`src/hw/rtl/llm_pkg.sv`:
```
package llm_pkg;

    localparam int PatBytes = 32;
    localparam int WordBits = 64;
    localparam int NumWords = 4;
    localparam int AddrBits = 6;

    localparam logic [7:0] CharNl  = 8'h0A;
    localparam logic [7:0] CharUpA = 8'h41;
    localparam logic [7:0] CharUpZ = 8'h5A;
    localparam logic [7:0] CharLoA = 8'h61;

    localparam logic [2:0] RegPat0       = 3'd0;
    localparam logic [2:0] RegPat1       = 3'd1;
    localparam logic [2:0] RegPat2       = 3'd2;
    localparam logic [2:0] RegPat3       = 3'd3;
    localparam logic [2:0] RegPatLen     = 3'd4;
    localparam logic [2:0] RegIgnoreCase = 3'd5;
    localparam logic [2:0] RegInvert     = 3'd6;
    localparam logic [2:0] RegCountOnly  = 3'd7;

    localparam logic KindLine    = 1'b0;
    localparam logic KindSummary = 1'b1;

    typedef struct packed {
        logic [7:0] data_byte;
        logic       end_of_stream;
    } t_in_beat;

    typedef struct packed {
        logic        result_kind;
        logic [31:0] line_number;
        logic        selected;
        logic [31:0] selected_count;
        logic        any_selected;
        logic        last;
    } t_out_beat;

    typedef struct packed {
        logic shift;
        logic clear;
    } t_win_ctl;

    function automatic logic [7:0] fold(input logic [7:0] c, input logic en);
        logic [7:0] r;
        r = c;
        if (en && c >= CharUpA && c <= CharUpZ) begin
            r = c - CharUpA + CharLoA;
        end
        return r;
    endfunction

endpackage

```
`src/hw/rtl/literal_line_matcher.sv`:
```
// channel  | dir | handshake                   | beat
// ---------+-----+-----------------------------+-----------
// input    | in  | i_in_valid / o_in_ready     | t_in_beat
// output   | out | o_out_valid / i_out_ready   | t_out_beat
// config   | in  | APB psel/penable/pwrite     | 64-bit reg
//
// One byte per cycle unless the output stalls. A beat is registered, then tested
// against the window once the queue has room; its results land in a two-entry
// output queue. An end-of-stream beat that closes an open line yields a verdict and
// a summary beat, only the summary in count-only mode. Output stalls back up
// through the queue into o_in_ready. Synchronous active-low reset clears config,
// counters and line state.
module literal_line_matcher
    import llm_pkg::*;
#(
    parameter int MAX_PATTERN = 32
) (
    input  logic                i_clk,
    input  logic                i_rst_n,

    input  logic                psel,
    input  logic                penable,
    input  logic                pwrite,
    input  logic [AddrBits-1:0] paddr,
    input  logic [WordBits-1:0] pwdata,
    output logic [WordBits-1:0] prdata,
    output logic                pready,

    input  logic                i_in_valid,
    output logic                o_in_ready,
    input  t_in_beat            i_in_beat,

    output logic                o_out_valid,
    input  logic                i_out_ready,
    output t_out_beat           o_out_beat
);

    localparam logic [31:0] Sat32 = 32'hFFFF_FFFF;

    logic [NumWords-1:0][WordBits-1:0] r_pat;
    logic [5:0]                        r_pat_len;
    logic                              r_ignore_case;
    logic                              r_invert;
    logic                              r_count_only;
    logic                              cfg_wr;
    logic [2:0]                        cfg_idx;

    logic        r_in_valid;
    t_in_beat    r_in;

    logic        r_line_open;
    logic        r_zero_seen;
    logic        r_line_found;
    logic [31:0] r_line_cnt;
    logic [31:0] r_match_cnt;
    logic        r_any;

    t_out_beat   r_q [2];
    logic [1:0]  r_q_cnt;
    t_out_beat   n_q [2];
    logic [1:0]  n_q_cnt;

    logic        pop;
    logic        room;
    logic        fire;
    logic        is_eos;
    logic        is_nl;
    logic        is_text;
    logic        end_line;
    logic        sel;
    logic        push_v;
    logic [31:0] lc_inc;
    logic [31:0] mc_inc;
    t_out_beat   verdict;
    t_out_beat   summary;
    t_win_ctl    win_ctl;
    logic        hit;
    logic        empty_pat;

    // config port
    assign pready  = 1'b1;
    assign cfg_wr  = psel && penable && pwrite && pready;
    assign cfg_idx = paddr[5:3];

    always_ff @(posedge i_clk) begin
        if (!i_rst_n) begin
            r_pat         <= '0;
            r_pat_len     <= '0;
            r_ignore_case <= 1'b0;
            r_invert      <= 1'b0;
            r_count_only  <= 1'b0;
        end else if (cfg_wr) begin
            case (cfg_idx)
                RegPat0:       r_pat[0]      <= pwdata;
                RegPat1:       r_pat[1]      <= pwdata;
                RegPat2:       r_pat[2]      <= pwdata;
                RegPat3:       r_pat[3]      <= pwdata;
                RegPatLen:     r_pat_len     <= pwdata[5:0];
                RegIgnoreCase: r_ignore_case <= pwdata[0];
                RegInvert:     r_invert      <= pwdata[0];
                RegCountOnly:  r_count_only  <= pwdata[0];
                default: ;
            endcase
        end
    end

    always_comb begin
        case (cfg_idx)
            RegPat0:       prdata = r_pat[0];
            RegPat1:       prdata = r_pat[1];
            RegPat2:       prdata = r_pat[2];
            RegPat3:       prdata = r_pat[3];
            RegPatLen:     prdata = WordBits'(r_pat_len);
            RegIgnoreCase: prdata = WordBits'(r_ignore_case);
            RegInvert:     prdata = WordBits'(r_invert);
            RegCountOnly:  prdata = WordBits'(r_count_only);
            default:       prdata = '0;
        endcase
    end

    // input register
    assign pop        = o_out_valid && i_out_ready;
    assign room       = (r_q_cnt == 2'd0) || (r_q_cnt == 2'd1 && pop);
    assign fire       = r_in_valid && room;
    assign o_in_ready = !r_in_valid || fire;

    always_ff @(posedge i_clk) begin
        if (!i_rst_n) begin
            r_in_valid <= 1'b0;
        end else if (o_in_ready) begin
            r_in_valid <= i_in_valid;
        end
    end

    always_ff @(posedge i_clk) begin
        if (o_in_ready && i_in_valid) begin
            r_in <= i_in_beat;
        end
    end

    // decode and verdict
    assign is_eos   = r_in.end_of_stream;
    assign is_nl    = !is_eos && r_in.data_byte == CharNl;
    assign is_text  = !is_eos && !is_nl;
    assign end_line = is_nl || (is_eos && r_line_open);
    assign sel      = (empty_pat || r_line_found) ^ r_invert;
    assign lc_inc   = (r_line_cnt == Sat32) ? r_line_cnt : r_line_cnt + 32'd1;
    assign mc_inc   = (sel && r_match_cnt != Sat32) ? r_match_cnt + 32'd1 : r_match_cnt;
    assign push_v   = end_line && !r_count_only;

    assign win_ctl.shift = fire && is_text && !r_zero_seen && r_in.data_byte != 8'h00;
    assign win_ctl.clear = fire && (is_eos || is_nl);

    llm_window #(
        .MAX_PATTERN(MAX_PATTERN)
    ) u_window (
        .i_clk            (i_clk),
        .i_rst_n          (i_rst_n),
        .i_pattern        (r_pat),
        .i_pattern_length (r_pat_len),
        .i_ignore_case    (r_ignore_case),
        .i_ctl            (win_ctl),
        .i_byte           (r_in.data_byte),
        .o_hit            (hit),
        .o_empty_pattern  (empty_pat)
    );

    always_comb begin
        verdict.result_kind    = KindLine;
        verdict.line_number    = lc_inc;
        verdict.selected       = sel;
        verdict.selected_count = '0;
        verdict.any_selected   = 1'b0;
        verdict.last           = !is_eos;

        summary.result_kind    = KindSummary;
        summary.line_number    = r_line_open ? lc_inc : r_line_cnt;
        summary.selected       = 1'b0;
        summary.selected_count = r_line_open ? mc_inc : r_match_cnt;
        summary.any_selected   = r_any || (r_line_open && sel);
        summary.last           = 1'b1;
    end

    // line and stream state
    always_ff @(posedge i_clk) begin
        if (!i_rst_n) begin
            r_line_open  <= 1'b0;
            r_zero_seen  <= 1'b0;
            r_line_found <= 1'b0;
            r_line_cnt   <= '0;
            r_match_cnt  <= '0;
            r_any        <= 1'b0;
        end else if (fire) begin
            if (is_eos) begin
                r_line_cnt  <= '0;
                r_match_cnt <= '0;
                r_any       <= 1'b0;
            end else if (is_nl) begin
                r_line_cnt  <= lc_inc;
                r_match_cnt <= mc_inc;
                r_any       <= r_any || sel;
            end
            if (is_eos || is_nl) begin
                r_line_open  <= 1'b0;
                r_zero_seen  <= 1'b0;
                r_line_found <= 1'b0;
            end else begin
                r_line_open <= 1'b1;
                if (!r_zero_seen && r_in.data_byte == 8'h00) begin
                    r_zero_seen <= 1'b1;
                end
                if (win_ctl.shift && hit) begin
                    r_line_found <= 1'b1;
                end
            end
        end
    end

    // output queue
    always_comb begin
        n_q[0]  = r_q[0];
        n_q[1]  = r_q[1];
        n_q_cnt = r_q_cnt;
        if (fire) begin
            if (push_v) begin
                n_q[0]  = verdict;
                n_q[1]  = summary;
                n_q_cnt = is_eos ? 2'd2 : 2'd1;
            end else if (is_eos) begin
                n_q[0]  = summary;
                n_q_cnt = 2'd1;
            end else begin
                n_q_cnt = 2'd0;
            end
        end else if (pop) begin
            n_q[0]  = r_q[1];
            n_q_cnt = r_q_cnt - 2'd1;
        end
    end

    always_ff @(posedge i_clk) begin
        if (!i_rst_n) begin
            r_q_cnt <= '0;
        end else begin
            r_q_cnt <= n_q_cnt;
        end
    end

    always_ff @(posedge i_clk) begin
        r_q[0] <= n_q[0];
        r_q[1] <= n_q[1];
    end

    assign o_out_valid = (r_q_cnt != 2'd0);
    assign o_out_beat  = r_q[0];

endmodule

```
`src/hw/rtl/llm_window.sv`:
```
module llm_window
    import llm_pkg::*;
#(
    parameter int MAX_PATTERN = 32
) (
    input  logic                               i_clk,
    input  logic                               i_rst_n,
    input  logic [NumWords-1:0][WordBits-1:0] i_pattern,
    input  logic [5:0]                         i_pattern_length,
    input  logic                               i_ignore_case,
    input  t_win_ctl                           i_ctl,
    input  logic [7:0]                         i_byte,
    output logic                               o_hit,
    output logic                               o_empty_pattern
);

    localparam int LW = $clog2(MAX_PATTERN + 1);
    localparam int IW = $clog2(PatBytes);

    logic [PatBytes-1:0][7:0]    pat_bytes;
    logic [LW-1:0]               len_c;
    logic [LW-1:0]               eff_len;
    logic [MAX_PATTERN-1:0][7:0] pat_al;
    logic [MAX_PATTERN-1:0]      pat_mask;

    logic [LW-1:0]               r_eff_len;
    logic [MAX_PATTERN-1:0][7:0] r_pat_al;
    logic [MAX_PATTERN-1:0]      r_pat_mask;

    logic [MAX_PATTERN-1:0][7:0] r_win;
    logic [MAX_PATTERN-1:0][7:0] win_n;
    logic [LW-1:0]               r_cnt;
    logic [LW-1:0]               cnt_n;
    logic                        all_eq;

    assign pat_bytes = i_pattern;

    // effective length: clamp, then stop at the first zero byte
    always_comb begin
        len_c = (i_pattern_length > 6'(MAX_PATTERN)) ? LW'(MAX_PATTERN)
                                                       : LW'(i_pattern_length);
        eff_len = len_c;
        for (int k = MAX_PATTERN - 1; k >= 0; k--) begin
            if (LW'(k) < len_c && pat_bytes[k] == 8'h00) begin
                eff_len = LW'(k);
            end
        end
    end

    // pattern reversed so that its last byte lines up with the newest byte
    always_comb begin
        logic [IW-1:0] idx;
        idx = '0;
        for (int i = 0; i < MAX_PATTERN; i++) begin
            pat_mask[i] = LW'(i) < eff_len;
            idx         = IW'(int'(eff_len) - i - 1);
            pat_al[i]   = fold(pat_bytes[idx], i_ignore_case);
        end
    end

    always_ff @(posedge i_clk) begin
        r_eff_len  <= eff_len;
        r_pat_al   <= pat_al;
        r_pat_mask <= pat_mask;
    end

    always_comb begin
        win_n[0] = i_byte;
        for (int i = 1; i < MAX_PATTERN; i++) begin
            win_n[i] = r_win[i-1];
        end
        cnt_n  = (r_cnt == LW'(MAX_PATTERN)) ? r_cnt : r_cnt + 1'b1;
        all_eq = 1'b1;
        for (int i = 0; i < MAX_PATTERN; i++) begin
            if (r_pat_mask[i] && fold(win_n[i], i_ignore_case) != r_pat_al[i]) begin
                all_eq = 1'b0;
            end
        end
    end

    assign o_hit           = (r_eff_len != '0) && (cnt_n >= r_eff_len) && all_eq;
    assign o_empty_pattern = (r_eff_len == '0);

    always_ff @(posedge i_clk) begin
        if (i_ctl.shift) begin
            r_win <= win_n;
        end
    end

    always_ff @(posedge i_clk) begin
        if (!i_rst_n) begin
            r_cnt <= '0;
        end else if (i_ctl.clear) begin
            r_cnt <= '0;
        end else if (i_ctl.shift) begin
            r_cnt <= cnt_n;
        end
    end

endmodule

```
`config.mk`:
```
export PLATFORM = sky130hd
export DESIGN_NAME = literal_line_matcher
export DESIGN_NICKNAME = d
export VERILOG_FILES = /design/src/hw/rtl/llm_pkg.sv /design/src/hw/rtl/literal_line_matcher.sv /design/src/hw/rtl/llm_window.sv
export SDC_FILE = /design/constraint.sdc
export NUM_CORES = 2
export LEC_CHECK = 0
export BUFFER_PORTS_ARGS = -buffer_cell sky130_fd_sc_hd__buf_2
export CAP_MARGIN = 20
export CORE_MARGIN = 5
export CORE_UTILIZATION = 25
export CTS_BUF_LIST = sky130_fd_sc_hd__clkbuf_2
export DETAILED_ROUTE_END_ITERATION = 7
export PLACE_DENSITY = 0.44
export RECOVER_POWER = 100
export SYNTH_ARGS = -nofsm -noshare
export SYNTH_HDL_FRONTEND = slang
export SYNTH_SLANG_ARGS = --single-unit
```
`constraint.sdc`:
```
create_clock -name i_clk -period 39.9 [get_ports i_clk]
set_clock_uncertainty 0.15 [all_clocks]
set_input_delay 3.99 -clock i_clk [delete_from_list [all_inputs] [get_ports i_clk]]
set_output_delay 3.99 -clock i_clk [all_outputs]
set_load 0.02 [all_outputs]
```
# [Word level (Yosys, flattened, before mapping)]
# Memory sizes are Yosys's and may differ from the RTL's.
# Index checks and enable logic that the tools add are counted.
[op_classes] n_addsub=194 n_lt_le_gt_ge=226 eq_ne=44 mux=221 bitwise=2 reduce_logical=279
[op_table] op="$bmux 8 s5" n=32
[op_table] op="$mux 8" n=96
[op_table] op="$add 8x7->8 const B" n=64
[op_table] op="$ge 8x7->1 const B" n=64
[op_table] op="$le 8x7->1 const B" n=64
[op_table] op="$pmux 64 s8" n=1
[op_table] op="$sub 8x7->8 const B" n=64
[op_table] op="$mux 68" n=6
[op_table] op="$logic_not 8->1" n=33
[op_table] op="$mux 32" n=8
[op_table] op="$ne 8x8->1" n=32
[op_table] op="$logic_and 1x1->1" n=212
[op_table] op="$mux 6" n=34
[op_table] op="$lt 5x6->1 const A" n=32
[op_table] op="$lt 5x6->1 const B" n=32
[op_table] op="$sub 5x2->5 const B" n=33
[op_table] op="$lt 4x6->1 const A" n=16
[op_table] op="$sub 5x5->5 const B" n=16
[op_table] op="$add 32x1->32 const B" n=2
[op_table] op="$lt 3x6->1 const A" n=8
[op_table] op="$mux 1" n=40
[op_table] op="$sub 5x4->5 const B" n=8
[op_table] op="$eq 32x32->1 const B" n=1
[op_table] op="$ne 32x32->1 const B" n=1
[op_table] op="27 further kinds" n=67
[totals] regBits=893 mem_bits_rw=136 input_bits=86 output_inout_bits=135 elab_cells=1051 memories=1
[memory_table] name="r_q" words=2 word_bits=68 rd=2 rd_ports_with_merged_regs=0 wr=2 line_no="literal_line_matcher.sv:58" rtl="t_out_beat r_q [2];"

# [Longest topological paths before layout]
[logic_depth] depth_word=44 mapped_depth=29 ltp_nobuf=19

# [Hierarchy]
# A second synthesis with hierarchy kept.
[unflattened] cells_unflattened=6631 area_unflattened_um2=67975.2
[modules_own_cells] module="llm_window" instances=1 cells_each=4173 area_per_inst_um2=45523.7 seq_area_each_um2=13432.9
[modules_own_cells] module="literal_line_matcher" instances=1 cells_each=2458 area_per_inst_um2=22451.5 seq_area_each_um2=10990.5

# [Worst setup path before layout]
# No wires, ideal clock.
[synth_timing] kind="input to register" startpoint="input i_out_ready" endpoint="register u_window.r_cnt[4]" setup_time_ns=0.066 arrival_ns=30.344 t_required_ns=39.684 path_slack_ns=9.341 path_stages=7 path_buffers=1 cell_sequence="a21oi_1 nand2b_1 clkbuf_1 nor4_1 nand4_1 xor2_1 nor2_1"
[synth_rtl] element="start: declaration" line_no="literal_line_matcher.sv:34" rtl="input logic i_out_ready,"
[synth_rtl] element="end signal: assignment" line_no="llm_window.sv:96" rtl="r_cnt <= cnt_n;"
[synth_rtl] element="end: declaration" line_no="llm_window.sv:32" rtl="logic [LW-1:0] r_cnt;"

==> results.py <==
metrics = {
    "run_status": {
        "status": "finished, violations left",
        "violations": "max-capacitance violations, max-slew violations",
    },
    "drt": {
        "drc_errors": 0,
        "routed_wl_mm": 333,
        "ant_nets": 0,
        "first_iter_violations": 6785,
        "via_count": 60000,
        "first_pass_iters": 7,
        "vias_per_cell": 5.45,
        "detail_route.wl_per_cell_um": 30.2,
    },
    "timing": {
        "hold_violations": 0,
        "drv_slew": 1554,
        "worstMarginPinSlew_ns": 8.61,
        "fmax_mhz": 53.7,
        "max_slew_margin": -4.74,
        "setup_tns_ns": 0,
        "fin_crit_sh": 0.467,
        "finalSetupViolCount": 0,
        "period_needed_ns": 18.62,
        "rsz0062_at_grt": "no",
        "layout_setup_ws_ns": 21.28,
    },
    "min_path": {
        "hold_depth": 0,
        "holdPathEnd": "u_window.r_win[190]$_DFFE_PP_",
        "worstHoldStart": "u_window.r_win[182]$_DFFE_PP_",
        "hp-class": "reg -> reg",
    },
    "power_and_ir_drop": {
        "p_comb_frac": 0.310,
        "clkPwrFrac": 0.273,
        "p_int_w": 0.00180,
        "vdd_drop_max_v": 0.0000330,
        "power_density_nw_per_um2": 38.3,
        "p_switching_w": 0.00112,
        "swShare": 0.383,
        "power.share.sequential": 0.417,
        "leakage_nw": 29.1,
    },
    "logic_synthesis": {
        "synth_edf_count": 390,
        "async_flop_share": 0,
        "synth_fp_nets": 7079,
        "ys_seq_area_frac": 0.354,
        "synthFlopType": "dfxtp_1",
        "ys_ff_latch": 1025,
        "netlist_area_um2": 68900,
        "synth_cell_type_count": 118,
        "synthCells": 6904,
        "ys_warn_count": 0,
        "avgSynthCellArea_um2": 9.98,
    },
    "clocking": {
        "numClockSinks": 1025,
        "path_clk_slew_ns": 0.11,
        "hold_buffers": 0,
        "cts_buffers": 302,
        "cts_tree": "yes",
        "clkLatencyLatePin_ns": 1.91,
        "h-tree-depth": 5,
        "clockBufferDepth": 4,
        "post_cts_resized": 0,
        "postCtsSetupRepairBufs": 0,
        "cts-root-buf": "clkbuf_2",
    },
    "critical_path": {
        "crit_required_ns": 41.37,
        "cp_cell_sequence": "nor4_1, nand2_1, o221ai_1, nor4bb_1, o2111ai_1, nand2_1, clkinvlp_2, clkbuf_1, ha_1, clkbuf_1, inv_1, xnor2_4, clkbuf_1, mux4_2, mux2_2, o21ai_0, nor3_1, a311o_1, o21a_1",
        "arrival_ns": 20.09,
        "crit_top_cell": "clkbuf_1",
        "slowest_stage": "clkinvlp_2",
        "slowest_delay_ns": 4.05,
        "rr_endpoint": "u_window.r_pat_al[22]$_DFF_P_",
        "critical_path_class": "reg -> reg",
        "reg2reg_depth": 19,
        "crit_path_end_kind": "register",
        "startpoint_type": "register",
        "crit_fanout": 77,
        "regToRegStartpoint": "r_pat[245]$_SDFFE_PN0P_",
        "rrSetupSlack_ns": 21.28,
    },
    "final_layout": {
        "utilization": 0.277,
        "layout_commonest_cell": "nand2_1",
        "nFillCells": 29100,
        "layout-drive-gt1-share": 0.179,
        "stdcell_area_um2": 76000,
        "nNetsFinal": 7248,
        "area_growth_pct": 10.2,
        "final_cell_mix": "nand2_1, mux2i_1, dfxtp_1, clkbuf_2, edfxtp_1",
    },
    "grt": {
        "grt_max_degree": 157,
        "grt_usage": 0.223,
        "grt_pass1_vias": 56600,
        "antenna_found_initial": 59,
        "grt-ovfl-total": 0,
        "grt_pass1_wl_mm": 453,
    },
    "placement": {
        "portBuffers": 216,
        "dp_worst_setup_slack_ns": 29.18,
        "dp_hpwl_mm": 250,
        "globalplace.congestion": 1.03,
        "place_area_um2": 73700,
    },
    "floorplanning": {
        "core_um2": 274000,
        "io_pins": 221,
        "rows": 192,
        "chipWidth_um": 535,
        "initial_core_util": 0.251,
        "die_area_um2": 286000,
        "fp.dieH_um": 535,
    },
    "run": {
        "max_cap_viol_count": 34,
    },
}
-- per-layer routing --
layer	part of all wire	routed length [µm]	vias up	global-route usage
li1	-	-	26000	-
met1	0.42	140000	30000	0.293
met2	0.42	140000	3222	0.327
met3	0.084	27900	802	0.0520
met4	0.075	25100	12	0.142
met5	0.00021	69	-	0
-- cells in the mapped netlist (all sizes together) (8+ instances only) --
cell type / n / area [µm²]
a211oi: 23 / 178
a21boi: 267 / 2000
a21o: 30 / 225
a21oi: 204 / 1020
a221oi: 12 / 155
a22o: 51 / 447
a22oi: 83 / 623
a311oi: 30 / 293
a31oi: 24 / 156
and2: 31 / 194
and3: 62 / 388
and4: 21 / 184
buf: 286 / 1900
clkbuf: 302 / 1140
dfxtp: 635 / 12700
edfxtp: 390 / 11700
ha: 89 / 1110
inv: 131 / 502
mux2: 134 / 1510
mux2i: 845 / 8460
mux4: 372 / 8380
nand2: 1102 / 4150
nand2b: 11 / 68.8
nand3: 166 / 831
nand3b: 8 / 60.1
nand4: 46 / 288
nor2: 269 / 1030
nor2b: 113 / 707
nor3: 110 / 551
nor4: 91 / 569
o2111ai: 36 / 322
o211a: 13 / 130
o211ai: 20 / 150
o21a: 22 / 166
o21ai: 277 / 1410
o22ai: 13 / 81.3
o311ai: 10 / 95.1
o31ai: 50 / 380
o41a: 11 / 124
o41ai: 8 / 85.1
or2: 10 / 62.6
or3: 14 / 92.6
or4: 34 / 259
xnor2: 256 / 2300
xor2: 106 / 928
-- registers in the layout (all words and copies together) (netlist names) --
register and count:
r_line_found 1, u_window.r_pat_al 256, r_zero_seen 1, r_in 8
r_line_cnt 32, u_window.r_eff_len 6, r_q_cnt 2, u_window.r_cnt 6
r_count_only 1, r_match_cnt 32, u_window.r_win 248, u_window.r_pat_mask 31
is_eos 1, r_pat_len 6, r_pat 256, r_in_valid 1
r_invert 1, r_q 133, r_line_open 1, r_ignore_case 1
r_any 1
-- logic make-up (layout without fill, tap and decap cells) --
kind of cell | Yosys count | after routing | synth area share
simple gates | 2108 | 2108 | 0.140
xor+xnor | 362 | 362 | 0.0469
buf+inv | 722 | 1111 | 0.0514
compound gates | 1246 | 1246 | 0.125
fa+ha+maj | 89 | 89 | 0.0162
other cells | 1 | 35 | 0.0000544
mux | 1351 | 1351 | 0.266
flops | 1025 | 1025 | 0.354
-- layout make-up --
| cell class | count | area [µm²] | area share |
|---|---|---|---|
| clock inverter | 58 | 290 | 0.00382 |
| inverter | 134 | 510 | 0.00672 |
| sequential | 1025 | 24400 | 0.321 |
| antenna | 34 | 85.1 | 0.00112 |
| tap | 3686 | 4610 | 0.0607 |
| clock buffer | 466 | 2330 | 0.0307 |
| multi-input combinational | 5157 | 41100 | 0.541 |
| timing repair buffer | 453 | 2620 | 0.0345 |
-- power groups by stage --
stage	combinational, W	clock (W)	sequential, W
floorplan	0.000617	0	0.00123
global placement	0.000873	0	0.00123
detailed placement	0.000884	0	0.00123
CTS	0.000885	0.000828	0.00121
global route	0.000944	0.000882	0.00122
finish	0.000901	0.000795	0.00121
-- per-stage QoR --
stage / power (W) / hold slack (ns) / cells
after floorplan: 0.00184 / 0.291 / 6904
after global placement: 0.00211 / 0.302 / 10400
after detailed placement: 0.00212 / 0.309 / 10500
after CTS: 0.00292 / 0.171 / 11000
after global routing: 0.00305 / 0.188 / 11000
final: 0.00291 / 0.239 / 11000
-- worst max-delay path, delay by kind of cell, from the launching register on --
| family | cells | cell delay, ns |
|---|---|---|
| flip-flops | 1 | 0.53 |
| XOR/XNOR | 1 | 0.17 |
| AND/OR/NAND/NOR | 5 | 3.44 |
| buffers and inverters | 5 | 9.70 |
| multiplexers | 2 | 1.07 |
| AO/OA/AOI/OAI | 5 | 2.44 |
| adder cells (fa/ha/maj) | 1 | 0.72 |
-- how the worst max path moves through the flow --
stage                            startpoint                              to  slack, ns  cells past startpoint
finish              r_pat[245]$_SDFFE_PN0P_   u_window.r_pat_al[22]$_DFF_P_      21.28                     19
global route        r_pat[245]$_SDFFE_PN0P_   u_window.r_pat_al[23]$_DFF_P_      20.47                     19
CTS                                paddr[3]                      prdata[52]      29.18                      5
detailed placement                 paddr[3]                      prdata[52]      29.18                      5
global placement                   paddr[3]                      prdata[51]      29.20                      5
floorplan                       i_out_ready  u_window.r_cnt[4]$_SDFFE_PP0P_       9.34                      7
Note: power is estimated with default switching activity, not from simulation.
